<file path="src/sscr_pkg.sv">
// Shared types and constants for the sweep-scan closest-return sequencer.
package sscr_pkg;

  localparam int CFG_BITS              = 11;
  localparam int REG_INDEX_BITS        = 1;
  localparam int STEP_BITS_DEFAULT     = 11;
  localparam int DISTANCE_BITS_DEFAULT = 16;

  localparam logic [CFG_BITS-1:0] SWEEP_STEPS_RESET   = CFG_BITS'(400);
  localparam logic [CFG_BITS-1:0] WALL_FOLLOW_RESET   = '0;
  localparam longint unsigned     FAR_DISTANCE        = 64'd20000;

  typedef enum logic [REG_INDEX_BITS-1:0] {
    REG_SWEEP_STEPS = 1'b0,
    REG_WALL_FOLLOW = 1'b1
  } reg_index_t;

  typedef enum logic [1:0] {
    OP_TICK    = 2'd0,
    OP_SCAN    = 2'd1,
    OP_REALIGN = 2'd2,
    OP_ORIGIN  = 2'd3
  } opcode_t;

  typedef struct packed {
    logic [CFG_BITS-1:0] sweep_steps;
    logic [CFG_BITS-1:0] wall_follow_position;
  } cfg_regs_t;

endpackage

</file>
<file path="src/sscr_if.sv">
// Command and result channel interfaces of the sequencer.
interface sscr_cmd_if #(
  parameter int DISTANCE_BITS = sscr_pkg::DISTANCE_BITS_DEFAULT
);
  logic                     valid;
  logic                     ready;
  logic [1:0]               opcode;
  logic [DISTANCE_BITS-1:0] distance;

  modport source (output valid, output opcode, output distance, input ready);
  modport sink   (input valid, input opcode, input distance, output ready);
endinterface

interface sscr_result_if #(
  parameter int STEP_BITS     = sscr_pkg::STEP_BITS_DEFAULT,
  parameter int DISTANCE_BITS = sscr_pkg::DISTANCE_BITS_DEFAULT
);
  logic                     valid;
  logic                     ready;
  logic                     step_pulse;
  logic                     step_direction;
  logic [STEP_BITS-1:0]     rewind_steps;
  logic                     sequence_done;
  logic [DISTANCE_BITS-1:0] closest_distance;
  logic [STEP_BITS-1:0]     closest_step;

  modport source (output valid, output step_pulse, output step_direction,
                  output rewind_steps, output sequence_done,
                  output closest_distance, output closest_step, input ready);
  modport sink   (input valid, input step_pulse, input step_direction,
                  input rewind_steps, input sequence_done,
                  input closest_distance, input closest_step, output ready);
endinterface

</file>
<file path="src/sscr_config.sv">
// Configuration register file: sweep length and wall-follow target.
module sscr_config (
  input  logic                                clk,
  input  logic                                rst,
  input  logic                                write_en,
  input  logic [sscr_pkg::REG_INDEX_BITS-1:0] write_index,
  input  logic [sscr_pkg::CFG_BITS-1:0]       write_data,
  output sscr_pkg::cfg_regs_t                 cfg
);

  always_ff @(posedge clk) begin
    if (rst) begin
      cfg.sweep_steps          <= sscr_pkg::SWEEP_STEPS_RESET;
      cfg.wall_follow_position <= sscr_pkg::WALL_FOLLOW_RESET;
    end else if (write_en) begin
      unique case (sscr_pkg::reg_index_t'(write_index))
        sscr_pkg::REG_SWEEP_STEPS: cfg.sweep_steps          <= write_data;
        sscr_pkg::REG_WALL_FOLLOW: cfg.wall_follow_position <= write_data;
      endcase
    end
  end

endmodule

</file>
<file path="src/sscr_core.sv">
// Sequencer state and single-pass step update for one command transfer.
module sscr_core #(
  parameter int STEP_BITS     = sscr_pkg::STEP_BITS_DEFAULT,
  parameter int DISTANCE_BITS = sscr_pkg::DISTANCE_BITS_DEFAULT
) (
  input  logic                     clk,
  input  logic                     rst,
  input  sscr_pkg::cfg_regs_t      cfg,
  input  logic                     accept,
  input  logic [1:0]               opcode,
  input  logic [DISTANCE_BITS-1:0] distance,
  output logic                     step_pulse,
  output logic                     step_direction,
  output logic [STEP_BITS-1:0]     rewind_steps,
  output logic                     sequence_done,
  output logic [DISTANCE_BITS-1:0] closest_distance,
  output logic [STEP_BITS-1:0]     closest_step
);

  localparam int CB = sscr_pkg::CFG_BITS;
  localparam longint unsigned DIST_MAX = (64'd1 << DISTANCE_BITS) - 64'd1;
  localparam logic [DISTANCE_BITS-1:0] FAR =
    (DIST_MAX < sscr_pkg::FAR_DISTANCE) ? DISTANCE_BITS'(DIST_MAX)
                                        : DISTANCE_BITS'(sscr_pkg::FAR_DISTANCE);
  localparam logic [CB+STEP_BITS-1:0] SWEEP_RESET_EXT =
    {{STEP_BITS{1'b0}}, sscr_pkg::SWEEP_STEPS_RESET};

  logic [DISTANCE_BITS-1:0] min_distance, min_distance_next;
  logic [STEP_BITS-1:0]     min_step, min_step_next;
  logic [STEP_BITS-1:0]     step_count, step_count_next;
  logic [STEP_BITS-1:0]     steps_to_move, steps_to_move_next;
  logic [STEP_BITS-1:0]     position, position_next;
  logic                     scanning, scanning_next;
  logic                     returning, returning_next;
  logic                     realigning, realigning_next;
  logic [DISTANCE_BITS-1:0] latched_distance, latched_distance_next;
  logic [STEP_BITS-1:0]     latched_step, latched_step_next;

  logic [CB+STEP_BITS-1:0]  sweep_ext, target_ext;
  logic [STEP_BITS-1:0]     sweep_val, target, step_inc, realign_len;
  logic                     realign_dir;
  logic signed [STEP_BITS:0] remaining;
  logic                     return_more;

  assign sweep_ext   = {{STEP_BITS{1'b0}}, cfg.sweep_steps};
  assign target_ext  = {{STEP_BITS{1'b0}}, cfg.wall_follow_position};
  assign sweep_val   = sweep_ext[STEP_BITS-1:0];
  assign target      = target_ext[STEP_BITS-1:0];
  assign step_inc    = step_count + STEP_BITS'(1);
  assign remaining   = $signed({1'b0, steps_to_move}) - $signed({1'b0, min_step});
  assign return_more = $signed({1'b0, step_inc}) < remaining;
  assign realign_dir = target < position;
  assign realign_len = realign_dir ? (position - target) : (target - position);

  always_comb begin
    min_distance_next     = min_distance;
    min_step_next         = min_step;
    step_count_next       = step_count;
    steps_to_move_next    = steps_to_move;
    position_next         = position;
    scanning_next         = scanning;
    returning_next        = returning;
    realigning_next       = realigning;
    latched_distance_next = latched_distance;
    latched_step_next     = latched_step;
    step_pulse            = 1'b0;
    step_direction        = 1'b0;
    rewind_steps          = '0;
    sequence_done         = 1'b0;

    unique case (sscr_pkg::opcode_t'(opcode))
      sscr_pkg::OP_SCAN:    scanning_next   = 1'b1;
      sscr_pkg::OP_REALIGN: realigning_next = 1'b1;
      sscr_pkg::OP_ORIGIN: begin
        rewind_steps          = position;
        min_distance_next     = FAR;
        min_step_next         = '0;
        step_count_next       = '0;
        steps_to_move_next    = sweep_val;
        position_next         = '0;
        scanning_next         = 1'b0;
        returning_next        = 1'b0;
        realigning_next       = 1'b0;
        latched_distance_next = FAR;
        latched_step_next     = '0;
      end
      sscr_pkg::OP_TICK: begin
        if (scanning) begin
          if (step_count < steps_to_move) begin
            step_count_next = step_inc;
            step_pulse      = 1'b1;
            if (distance < min_distance) begin
              min_distance_next = distance;
              min_step_next     = step_inc;
            end
          end else begin
            step_count_next = '0;
            scanning_next   = 1'b0;
            returning_next  = 1'b1;
            position_next   = '0;
          end
        end else if (returning) begin
          if (return_more) begin
            step_count_next = step_inc;
            step_pulse      = 1'b1;
            step_direction  = 1'b1;
          end else begin
            returning_next        = 1'b0;
            position_next         = min_step;
            step_count_next       = '0;
            latched_distance_next = min_distance;
            latched_step_next     = min_step;
            min_distance_next     = FAR;
            min_step_next         = '0;
            sequence_done         = 1'b1;
          end
        end else if (realigning) begin
          steps_to_move_next = realign_len;
          if (step_count < realign_len) begin
            step_count_next = step_inc;
            step_pulse      = 1'b1;
            step_direction  = realign_dir;
          end else begin
            position_next   = target;
            step_count_next = '0;
            realigning_next = 1'b0;
          end
        end
      end
    endcase
  end

  assign closest_distance = latched_distance_next;
  assign closest_step     = latched_step_next;

  always_ff @(posedge clk) begin
    if (rst) begin
      min_distance     <= FAR;
      min_step         <= '0;
      step_count       <= '0;
      steps_to_move    <= SWEEP_RESET_EXT[STEP_BITS-1:0];
      position         <= '0;
      scanning         <= 1'b0;
      returning        <= 1'b0;
      realigning       <= 1'b0;
      latched_distance <= FAR;
      latched_step     <= '0;
    end else if (accept) begin
      min_distance     <= min_distance_next;
      min_step         <= min_step_next;
      step_count       <= step_count_next;
      steps_to_move    <= steps_to_move_next;
      position         <= position_next;
      scanning         <= scanning_next;
      returning        <= returning_next;
      realigning       <= realigning_next;
      latched_distance <= latched_distance_next;
      latched_step     <= latched_step_next;
    end
  end

endmodule

</file>
<file path="src/sscr_out_queue.sv">
// Two-entry result queue that parts the command side from the result side.
module sscr_out_queue #(
  parameter int WIDTH = 1
) (
  input  logic             clk,
  input  logic             rst,
  input  logic             push,
  input  logic [WIDTH-1:0] push_data,
  output logic             not_full,
  output logic             head_valid,
  input  logic             head_ready,
  output logic [WIDTH-1:0] head_data
);

  logic [1:0]       count;
  logic [WIDTH-1:0] entry0, entry1;
  logic             pop;

  assign pop        = head_valid && head_ready;
  assign head_valid = count != 2'd0;
  assign not_full   = count != 2'd2;
  assign head_data  = entry0;

  always_ff @(posedge clk) begin
    if (rst) begin
      count <= 2'd0;
    end else begin
      count <= count + {1'b0, push} - {1'b0, pop};
    end
  end

  always_ff @(posedge clk) begin
    if (pop && count == 2'd2) begin
      entry0 <= entry1;
    end else if (push && (count == 2'd0 || (count == 2'd1 && pop))) begin
      entry0 <= push_data;
    end
    if (push && ((count == 2'd1 && !pop) || (count == 2'd2 && pop))) begin
      entry1 <= push_data;
    end
  end

endmodule

</file>
<file path="src/sweep_scan_closest_return.sv">
// A result enters the result queue when its command is accepted.
// One command per cycle while the queue has room; single-pass update.
// A two-entry result queue keeps commands flowing while one result waits.
// Reset (rst, synchronous): registers to defaults, sequencer to origin,
// result queue emptied.
module sweep_scan_closest_return #(
  parameter int STEP_BITS     = sscr_pkg::STEP_BITS_DEFAULT,
  parameter int DISTANCE_BITS = sscr_pkg::DISTANCE_BITS_DEFAULT
) (
  input  logic                                clk,
  input  logic                                rst,
  input  logic                                write_en,
  input  logic [sscr_pkg::REG_INDEX_BITS-1:0] write_index,
  input  logic [sscr_pkg::CFG_BITS-1:0]       write_data,
  sscr_cmd_if.sink                            request,
  sscr_result_if.source                       response
);

  localparam int RES_W = 3 + 2 * STEP_BITS + DISTANCE_BITS;

  sscr_pkg::cfg_regs_t      cfg;
  logic                     accept;
  logic                     pulse, direction, done;
  logic [STEP_BITS-1:0]     rewind, cstep;
  logic [DISTANCE_BITS-1:0] cdist;
  logic [RES_W-1:0]         res_in, res_out;
  logic                     not_full;

  assign request.ready = not_full;
  assign accept        = request.valid && not_full;

  sscr_config u_config (
    .clk         (clk),
    .rst         (rst),
    .write_en    (write_en),
    .write_index (write_index),
    .write_data  (write_data),
    .cfg         (cfg)
  );

  sscr_core #(
    .STEP_BITS     (STEP_BITS),
    .DISTANCE_BITS (DISTANCE_BITS)
  ) u_core (
    .clk              (clk),
    .rst              (rst),
    .cfg              (cfg),
    .accept           (accept),
    .opcode           (request.opcode),
    .distance         (request.distance),
    .step_pulse       (pulse),
    .step_direction   (direction),
    .rewind_steps     (rewind),
    .sequence_done    (done),
    .closest_distance (cdist),
    .closest_step     (cstep)
  );

  assign res_in = {pulse, direction, rewind, done, cdist, cstep};

  sscr_out_queue #(
    .WIDTH (RES_W)
  ) u_out_queue (
    .clk        (clk),
    .rst        (rst),
    .push       (accept),
    .push_data  (res_in),
    .not_full   (not_full),
    .head_valid (response.valid),
    .head_ready (response.ready),
    .head_data  (res_out)
  );

  assign {response.step_pulse, response.step_direction, response.rewind_steps,
          response.sequence_done, response.closest_distance,
          response.closest_step} = res_out;

endmodule
</file>
<file path="src/flat_wrapper.sv">
// flat-port wrapper written by rule: the top's interface ports become plain ports
module sweep_scan_closest_return_flat 
#(
  parameter int STEP_BITS     = sscr_pkg::STEP_BITS_DEFAULT,
  parameter int DISTANCE_BITS = sscr_pkg::DISTANCE_BITS_DEFAULT
)
  (clk, rst, write_en, write_index, write_data, request_valid, request_opcode, request_distance, request_ready, response_valid, response_step_pulse, response_step_direction, response_rewind_steps, response_sequence_done, response_closest_distance, response_closest_step, response_ready);
  sscr_cmd_if #(.DISTANCE_BITS(DISTANCE_BITS)) request_i ();
  sscr_result_if #(.STEP_BITS(STEP_BITS), .DISTANCE_BITS(DISTANCE_BITS)) response_i ();
  input  logic clk;
  input  logic rst;
  input  logic write_en;
  input  logic [sscr_pkg::REG_INDEX_BITS-1:0] write_index;
  input  logic [sscr_pkg::CFG_BITS-1:0] write_data;
  input wire logic [$bits(request_i.valid)-1:0] request_valid;
  input wire logic [$bits(request_i.opcode)-1:0] request_opcode;
  input wire logic [$bits(request_i.distance)-1:0] request_distance;
  output wire logic [$bits(request_i.ready)-1:0] request_ready;
  output wire logic [$bits(response_i.valid)-1:0] response_valid;
  output wire logic [$bits(response_i.step_pulse)-1:0] response_step_pulse;
  output wire logic [$bits(response_i.step_direction)-1:0] response_step_direction;
  output wire logic [$bits(response_i.rewind_steps)-1:0] response_rewind_steps;
  output wire logic [$bits(response_i.sequence_done)-1:0] response_sequence_done;
  output wire logic [$bits(response_i.closest_distance)-1:0] response_closest_distance;
  output wire logic [$bits(response_i.closest_step)-1:0] response_closest_step;
  input wire logic [$bits(response_i.ready)-1:0] response_ready;
  assign request_i.valid = request_valid;
  assign request_i.opcode = request_opcode;
  assign request_i.distance = request_distance;
  assign request_ready = request_i.ready;
  assign response_valid = response_i.valid;
  assign response_step_pulse = response_i.step_pulse;
  assign response_step_direction = response_i.step_direction;
  assign response_rewind_steps = response_i.rewind_steps;
  assign response_sequence_done = response_i.sequence_done;
  assign response_closest_distance = response_i.closest_distance;
  assign response_closest_step = response_i.closest_step;
  assign response_i.ready = response_ready;
  sweep_scan_closest_return #(.STEP_BITS(STEP_BITS), .DISTANCE_BITS(DISTANCE_BITS)) u_core (.clk(clk), .rst(rst), .write_en(write_en), .write_index(write_index), .write_data(write_data), .request(request_i), .response(response_i));
endmodule
</file>
<file path="config.mk">
export PLATFORM = sky130hd
export DESIGN_NAME = sweep_scan_closest_return_flat
export DESIGN_NICKNAME = d
export VERILOG_FILES = /design/src/sscr_pkg.sv /design/src/sscr_if.sv /design/src/sscr_config.sv /design/src/sscr_core.sv /design/src/sscr_out_queue.sv /design/src/sweep_scan_closest_return.sv /design/src/flat_wrapper.sv
export SDC_FILE = /design/constraint.sdc
export NUM_CORES = 1
export LEC_CHECK = 0
export ABC_AREA = 1
export BUFFER_PORTS_ARGS = -buffer_cell sky130_fd_sc_hd__buf_2
export CORE_MARGIN = 2
export CORE_UTILIZATION = 40
export CTS_BUF_LIST = sky130_fd_sc_hd__clkbuf_8 sky130_fd_sc_hd__clkbuf_16
export DETAILED_ROUTE_END_ITERATION = 8
export GPL_TIMING_DRIVEN = 1
export SYNTH_ARGS = -nofsm -noshare
export SYNTH_HDL_FRONTEND = slang
export SYNTH_SLANG_ARGS = --single-unit
</file>
<file path="constraint.sdc">
create_clock -name clk -period 15.4 [get_ports clk]
set_clock_uncertainty 0.05 [all_clocks]
set_input_delay 3.08 -clock clk [delete_from_list [all_inputs] [get_ports clk]]
set_output_delay 3.08 -clock clk [all_outputs]
set_load 0.01 [all_outputs]
</file>
==> run metrics, run 1 <==
CTS root buf clkbuf_16; most frequent cells in the layout nand2_1, inv_1, a21oi_1; Max-Cap Viols 0; Clock Latency Late Sink around 0.44 ns; post-place setup slack 8.91 ns; Via density a little over 5; status complete, no violations; die width between 150 and 200 µm; Worst setup EP type register; Clock Sinks between 150 and 200; fraction of registers with async set/reset 0%; IO Count about 80; synthesized area ~11000 µm²; DP Cell Count 1838; hold buffer count at cts 0; Core Region about 28000 µm²; 1st-iter DRT viols between 600 and 700; initial antenna violation count 0; Crit-path slowest cell clkinv_1; CTS tree yes; top post-synthesis cells by area edfxtp_1, dfxtp_1, nand2_1; Starting Density between 40% and 50%; Layout Nets roughly 1600; post-synth top area cell edfxtp_1; final worst path period need 6.16 ns; critical path data required time 15.70 ns; endpoints failing hold 0; flops & latches, synth 196; top cell type's share of synthesized area a little over a fifth; post-route ant nets 0; H-tree depth 4; post-synthesis sequential area ratio about two fifths; Final Wtd Congestion 0.856; HPWL after DPL about 21 mm; Setup Viol. Count Final 0; Syn Nets 1568; Mapped Avg Cell Area 7.93 µm²; Chip Height 173 µm; WL per Instance about 16 µm; Antenna diodes 0; Synthesis Warnings 0; Slew Limit Headroom between 30% and 40%; Post-synth EDFFs between 80 and 90; first-pass GRT wire length 46.8 mm; WL final just under 30 mm; post_cts resized 0; Post-Layout Cell Count between 1500 and 2000; commonest non-fill, non-tap cell in the layout nand2_1; Rows between 60 and 70; cells after synthesis about 1400; Worst setup SP type input port; crit path kind input port to register; crit-path max FO 22; WHS Path Cells 2; multi-input logic area around 5600 µm²; CP arrival 6.46 ns; routed via count 9460; VDD IR-drop max around 0.000081 V; share of post-route cells with drive strength above 1 roughly 13%; Clock Pin Slew Worst Setup and Hold Paths 0.07 ns; fin crit share 40.0%; register area around 4700 µm²; Largest stage delay, worst path 0.72 ns; die area 30000 µm²; Tightest Pin Transition approximately 0.98 ns; # port buffers between 70 and 80; RSZ-0062 raised after global routing no; worst min-delay path category register to register; R2R cell count 25; largest net degree at the start of global routing 69; drt pass-1 iters 5; grt total ovfl 0; Final Max Slew Viols 0; Synth cell types between 40 and 50; Num CTS Buffers 17; number of fill cells in the layout about 2800; Global Route Usage Sum 19.4%; Post-CTS Setup Inserts 0; clk buf depth 2; Pwr Density between 100 and 150 nW/µm²; leakage dissipation 5.72 nW; fmax ~160 MHz; Setup WS post-layout a little over 9 ns; final setup TNS 0 ns; most frequent CP cell nor2_1; Syn-to-layout area delta 10.2%; Synth Flop Type dfxtp_1; Critical Path, Cell by Cell buf_2 > inv_1 > ha_1 > clkinv_1 > nor2_1 > a21oi_2 > inv_2 > nor2_1 > nand3_1 > o21ai_0 > a21oi_1; DRC Markers 0; vias in the first global route around 8700
per-stage QoR:
step | total power (W) | hold slack [ns] | instance area [µm²] | utilization, %
after CTS | 0.00170 | 0.417 | 12600 | 45.1
after floorplan | 0.00110 | 0.374 | 11500 | -
after global routing | 0.00179 | 0.437 | 12600 | 45.1
after global placement | 0.00124 | 0.401 | 12000 | 43.0
final | 0.00168 | 0.416 | 12600 | 45.1
after detailed placement | 0.00124 | 0.405 | 12000 | 43.0
final timing paths:
kind | from | endpoint | slack [ns]
hold reg to reg | u_core.u_core.latched_step[8] | u_core.u_core.latched_step[8] | 0.42
setup reg to reg | u_core.u_core.steps_to_move[0] | u_core.u_out_queue.head_data[1] | 10.39
setup / recovery | request_opcode[0] | u_core.u_core.position[10] | 9.24
hold / removal | u_core.u_core.latched_step[8] | u_core.u_core.latched_step[8] | 0.42
cells in the mapped netlist, types with 7 or more instances:
library cell,count
edfxtp_1,82
o21ai_1,15
nand2_2,17
nor2_1,75
o211ai_1,10
nand2_1,331
o22ai_1,11
inv_1,187
o21ai_2,19
ha_1,84
dfxtp_1,114
xor2_1,24
inv_2,7
a21oi_1,139
nand3_1,46
clkbuf_1,32
buf_2,21
a21oi_2,15
nor3_1,9
o21ai_0,91
nand4_1,49
power by group:
part           internal (W)  switching, W
logic              0.000183      0.000386
registers          0.000633     0.0000293
clock network      0.000232      0.000221
critical path, delay by kind of cell:
| kind | cells | cell delay, ns |
|---|---|---|
| fa+ha+maj | 1 | 0.71 |
| buf+inv | 4 | 1.14 |
| simple gates | 3 | 1.10 |
| compound gates | 3 | 0.42 |
routing by layer:
metal | global-route usage [%] | vias to the layer above | share of wire [%]
met2 | 32.5 | 198 | 47
met4 | 5.12 | 0 | 1.8
li1 | - | 4878 | -
met5 | 0 | - | 0
met1 | 26.4 | 4360 | 47
met3 | 2.74 | 24 | 3.8
state kept, by name, indices dropped and copies added (netlist names), 16 cells and up:
signal / flops
u_core.u_config.cfg: 22
u_core.u_out_queue.entry1: 41
u_core.u_out_queue.head_data: 41
u_core.u_core.latched_distance: 16
u_core.u_core.min_distance: 16
final cells by class:
cell class                      count  area share, %
Tap cell                          378           3.74
Timing Repair Buffer               84           3.47
Sequential cell                   196           37.6
Clock buffer                       17           3.37
Multi-Input combinational cell    984           44.7
Inverter                          196           5.84
Clock inverter                     14           1.31
logic make-up (layout without fill, tap and decap cells):
kind of cell	count (synthesis)	count (layout)	share of synthesized area [%]
simple gates	540	540	20.5
compound gates	325	325	16.2
xor+xnor	31	31	2.57
fa+ha+maj	87	87	9.70
mux	1	1	0.0873
buf+inv	266	311	9.52
flops	196	196	41.4
Power figures use the tool's default switching activity.
==> run 2: changes to the inputs <==
==> constraint.sdc (replaced) <==
create_clock -name clk -period 5.3 [get_ports clk]
set_clock_uncertainty 0.05 [all_clocks]
set_input_delay 1.06 -clock clk [delete_from_list [all_inputs] [get_ports clk]]
set_output_delay 1.06 -clock clk [all_outputs]
set_load 0.01 [all_outputs]
==> run 2 against run 1 <==
Via count up 0.49%. Clock-buffer cell count is the same. Critical path type is now register to register. Sequential share of layout area decreased by 0.16 points. Worst hold slack worse by 0.011 ns. Register-to-register slack lost 9.5 ns. Clock power rose to 2.9 times the previous value. Design area rose by 0.44%. Die area stayed put.
==> run metrics, run 2 (synthesized netlist as in run 1, its figures left out) <==
Gate power share 34.0% (+0.2 points); HPWL after DPL 22.1 mm (+2.6%); largest net degree at the start of global routing 68 (-1.4%); Int Pwr 0.00304 W (+190%); endpoints failing hold 0 (unchanged); NetSw 0.00184 W (+190%); WL per Instance 15.9 µm (+2.1%); leakage dissipation 5.75 nW (+0.45%); post-route ant nets 0 (unchanged); Syn-to-layout area delta 10.7%; vias in the first global route 9159 (+5.6%); die area 30000 µm² (unchanged); fin crit share 84.1%; grt total ovfl 0 (unchanged); Post-CTS Setup Inserts 0 (unchanged); status complete, no violations; Slew Limit Headroom 29.6% (-5.0 points); VDD IR-drop max 0.000237 V (+190%); Net Sw Frac 37.7% (about the same); Antenna diodes 0 (unchanged); CTS tree yes; routed via count 9506 (+0.49%); share of post-route cells with drive strength above 1 13.3% (+0.40 points); first-pass GRT wire length 48.7 mm (+4.0%); # port buffers 77 (unchanged); Worst setup SP type register; post_cts resized 0 (unchanged); Layout Nets 1608 (+0.44%); CTS root buf clkbuf_16; critical path data required time 5.56 ns (-10.14 ns); commonest non-fill, non-tap cell in the layout nand2_1; initial antenna violation count 0 (unchanged); hold buffer count at cts 0 (unchanged); Final Max Slew Viols 0 (unchanged); Sequential Power Share 39.5% (+0.2 points); Clock Pin Slew Worst Setup and Hold Paths 0.08 ns (about the same); H-tree depth 4 (unchanged); WL final 29.8 mm (+2.5%); final setup TNS 0 ns (unchanged); Global Route Usage Sum 20.3% (+0.90 points); Util after Layout 45.3% (+0.20 points); Clock Latency Late Sink 0.45 ns (about the same); RSZ-0062 raised after global routing no; Clock Sinks 196 (unchanged); most frequent cells in the layout nand2_1, inv_1, a21oi_1; Starting Density 40.9% (unchanged); drt pass-1 iters 7 (+2); CP arrival 4.71 ns (-1.75 ns); Num CTS Buffers 17 (unchanged); DRC Markers 0 (unchanged); critical path startpoint u_core.u_core.steps_to_move[0]; IO Count 78 (unchanged); worst min-delay path category register to register; Chip Height 173 µm (unchanged); Via density 5.06 (about the same); clk buf depth 2 (unchanged); fmax approximately 220 MHz; r2r startpoint u_core.u_core.steps_to_move[0]; crit path kind register to register; Max-Cap Viols 0 (unchanged); crit-path max FO 29 (+32%); Core Region 28000 µm² (unchanged); clock share of power 26.5% (-0.4 points); Final Wtd Congestion 0.925 (+8.1%); HP Start u_core.u_config.cfg[21]; 1st-iter DRT viols 806 (+28%); final worst path period need 4.45 ns; Setup Viol. Count Final 0 (unchanged); Tightest Pin Transition 1.06 ns (+0.0759 ns); Rows 61 (unchanged); Pwr Density 385 nW/µm² (+190%); Worst setup EP type register; die width 173 µm (unchanged)
==> run 2: cell types whose count changed in the layout (fill, tap and decap cells not counted) <==
| cell | delta |
|---|---|
| buf_12 | +1 |
| buf_4 | +6 |
| clkinv_1 | +1 |
| clkinv_2 | -1 |
| clkinv_4 | +5 |
| clkinv_8 | -2 |
| clkinvlp_2 | +1 |
| inv_8 | -3 |
| nor4_2 | -1 |
| nor4_4 | +1 |
==> run 2: area by class of cell <==
type	count	area, µm²
Clock buffer	17	425
Clock inverter	15	146
Fill cell	2797	15300
Inverter	196	738
Multi-Input combinational cell	984	5660
Sequential cell	196	4740
Tap cell	378	473
Timing Repair Buffer	91	503
==> run 2: worst paths after layout <==
check	endpoint	slack [ns]	cells after the start
min reg2reg	u_core.u_config.cfg[21]	0.40	2
min	u_core.u_config.cfg[21]	0.40	2
max	u_core.u_out_queue.head_data[7]	0.85	25
max reg2reg	u_core.u_out_queue.head_data[7]	0.85	25
==> run 2: routing by layer <==
metal	wire length (µm)	part of all wire, %	up-vias	GRT usage [%]
li1	-	-	4885	-
met1	14000	47	4354	27.1
met2	13800	46	217	33.3
met3	1200	4.0	50	3.27
met4	806	2.7	0	7.49
met5	0	0	-	0
==> run 2: critical path, cell delays in order, from the launching register on <==
cell and delay (ns):
dfxtp_1 0.30, inv_1 0.09, ha_1 0.15, inv_1 0.06, fa_1 0.46, a21oi_1 0.17
o21bai_1 0.13, a21oi_1 0.16, nor2_1 0.05, nor2_1 0.11, xor2_1 0.08, ha_1 0.27
nand2_1 0.06, nor2_1 0.10, nand2_1 0.06, nand2_1 0.05, nand2_1 0.04, nand2_1 0.05
nand2_1 0.13, nand2_2 0.43, nand3_2 0.64, nand2_1 0.26, nand3_1 0.09, o21ai_0 0.12
nand2_1 0.09, nand2_1 0.10
==> run 2: through the flow <==
step	total power [W]	instances	instance area (µm²)	hold slack, ns	worst slack (ns)
after detailed placement	0.00363	1845	12100	0.398	0.909
after global routing	0.00522	1877	12700	0.417	0.392
after floorplan	0.00320	1446	11500	0.374	0.445
after CTS	0.00491	1877	12700	0.409	0.879
after global placement	0.00361	1845	12100	0.394	0.996
final	0.00488	1877	12700	0.404	0.845
==> run 2: power groups by stage <==
stage          logic, W  registers, W  clock network (W)
5_1_grt         0.00188       0.00196            0.00139
2_1_floorplan   0.00118       0.00202                  0
3_5_place_dp    0.00166       0.00197                  0
6_report        0.00166       0.00193            0.00129
3_3_place_gp    0.00165       0.00196                  0
4_1_cts         0.00167       0.00193            0.00131
==> run 3: changes to the inputs <==
==> constraint.sdc (replaced) <==
create_clock -name clk -period 3.6 [get_ports clk]
set_clock_uncertainty 0.05 [all_clocks]
set_input_delay 0.72 -clock clk [delete_from_list [all_inputs] [get_ports clk]]
set_output_delay 0.72 -clock clk [all_outputs]
set_load 0.01 [all_outputs]
==> run 3 against run 2 <==
Flip-flop and latch count unchanged. First-iteration DRC count up 0.74%. Total power up 59%. Utilization up 4.1 points. Non-clock buffer count up 61. Critical path depth down 4. Combinational power up 78%. Wire length up 10%. Critical path type unchanged. Highest routed layer unchanged.
==> run metrics, run 3 (synthesized netlist as in run 1, its figures left out) <==
Num CTS Buffers 17 (unchanged); IO Count 78 (unchanged); Via density 5.22 (+3.1%); VDD IR-drop max 0.000352 V (+49%); drt pass-1 iters 5 (-2); WL per Instance 16.9 µm (+6.5%); critical path startpoint u_core.u_config.cfg[4]; Final Max Slew Viols 0 (unchanged); fin crit share 97.7% (+14 points); Critical Path, Cell by Cell inv_1 > ha_1 > a21o_1 > nand2_1 > nand2_1 > nand2_1 > nand3_4 > buf_4 > o21ai_2 > xnor2_2 > ha_1 > a21oi_1 > o21ai_0 > nand2_1 > nand3_4 > inv_1 > nand2_1 > o31ai_2 > buf_4 > nand2_1 > nand2_2; largest net degree at the start of global routing 68 (unchanged); Tightest Pin Transition 0.793 ns (-0.262 ns); status complete, no violations; HPWL after DPL 22.9 mm (+3.7%); leakage dissipation 6.27 nW (+9.0%); critical path data required time 3.86 ns (-1.70 ns); 1st-iter DRT viols 812 (+0.74%); Clock Pin Slew Worst Setup and Hold Paths 0.08 ns (about the same); endpoints failing hold 0 (unchanged); Worst setup SP type register; HP Start u_core.u_core.latched_distance[8]; Chip Height 173 µm (unchanged); Slew Limit Headroom 46.9% (+17 points); hold buffer count at cts 0 (unchanged); die area 30000 µm² (unchanged); # port buffers 77 (unchanged); worst min-delay path category register to register; routed via count 10124 (+6.5%); commonest non-fill, non-tap cell in the layout nand2_1; CTS tree yes; Core Region 28000 µm² (unchanged); DRC Markers 0 (unchanged); Clock Sinks 196 (unchanged); Crit-path slowest cell ha_1; first-pass GRT wire length 49.9 mm (+2.6%); post-place setup slack -0.00902 ns (-0.918 ns); most frequent cells in the layout nand2_1, inv_1, a21oi_1; share of post-route cells with drive strength above 1 22.9% (+9.6 points); Max-Cap Viols 0 (unchanged); Global Route Usage Sum 20.9% (+0.57 points); r2r startpoint u_core.u_config.cfg[4]; vias in the first global route 9242 (+0.91%); Setup WS post-layout 0.0827 ns (-0.763 ns); Worst setup EP type register; WL final 32.8 mm (+10%); CTS root buf clkbuf_16; grt total ovfl 0 (unchanged); Rows 61 (unchanged); fmax 284 MHz (+27%); RSZ-0062 raised after global routing yes; die width 173 µm (unchanged); Largest stage delay, worst path 0.35 ns (-0.29 ns); crit path kind register to register; final worst path period need 3.52 ns (-0.937 ns); initial antenna violation count 0 (unchanged); H-tree depth 4 (unchanged); Pwr Density 563 nW/µm² (+46%); Antenna diodes 0 (unchanged); Clock Latency Late Sink 0.46 ns (about the same); Final Wtd Congestion 0.923 (-0.28%); WHS 0.416 ns (+0.0114 ns); Syn-to-layout area delta 20.6%; crit-path max FO 6 (-79%); CP arrival 3.78 ns (-0.93 ns); Setup Viol. Count Final 0 (unchanged); post-route ant nets 0 (unchanged); most frequent CP cell nand2_1; Layout Nets 1670 (+3.9%); clk buf depth 2 (unchanged); Starting Density 40.9% (unchanged)
run 3: changes by cell type in the layout (fill, tap and decap cells not counted), moves of 12 or more:
cell	change
nand2_1	-42
nand3_1	-12
buf_4	+46
nand2_4	+23
o21ai_0	-12
nand2_2	+18
run 3: timing repair:
action                     CTS  global route
setup endpoints to repair    2           132
pin swaps                    1            45
resized for setup            3           146
gates cloned                 0             6
setup buffers                0            14
run 3: cell type report:
cell class,count,area (µm²)
clock inverters,15,161
inverters,196,743
clock buffers,17,425
repair buffers,152,1120
well taps,378,473
multi-input cells,985,6150
flip-flops and latches,196,4750
fillers,2734,14200
run 3: final timing paths:
check | to | slack (ns) | cells after the start
max | u_core.u_out_queue.head_data[39] | 0.08 | 21
min | u_core.u_core.latched_distance[8] | 0.42 | 2
max reg2reg | u_core.u_out_queue.head_data[39] | 0.08 | 21
min reg2reg | u_core.u_core.latched_distance[8] | 0.42 | 2
run 3: stage by stage:
stage	power, W	util (%)	instances	cell area, µm²	setup TNS [ns]
final	0.00778	49.4	1939	13800	0
after global routing	0.00823	49.4	1939	13800	-2.87
after CTS	0.00746	46.8	1920	13100	0
after detailed placement	0.00551	44.6	1888	12500	-0.00902
after global placement	0.00548	44.6	1888	12500	-0.0307
after floorplan	0.00471	-	1446	11500	0
run 3: critical path, delay by kind of cell (launching register included):
kind,cells,cell delay [ns]
flops,1,0.34
buf+inv,4,0.49
compound gates,5,0.87
simple gates,9,0.85
xor+xnor,1,0.16
fa+ha+maj,2,0.63
run 3: power by group:
group	switching, W	internal, W	total [W]
clock	0.000968	0.000988	0.00196
sequential	0.000149	0.00271	0.00286
combinational	0.00187	0.00109	0.00296
total	0.00299	0.00479	0.00778
run 3: routing by layer:
metal  up-vias  wire, µm  track usage (%)
met5         -         0                0
met4         0       880             6.99
met3        54      1590             3.18
met2       290     15600             34.2
met1      4773     14700             28.3
li1       5007         -                -
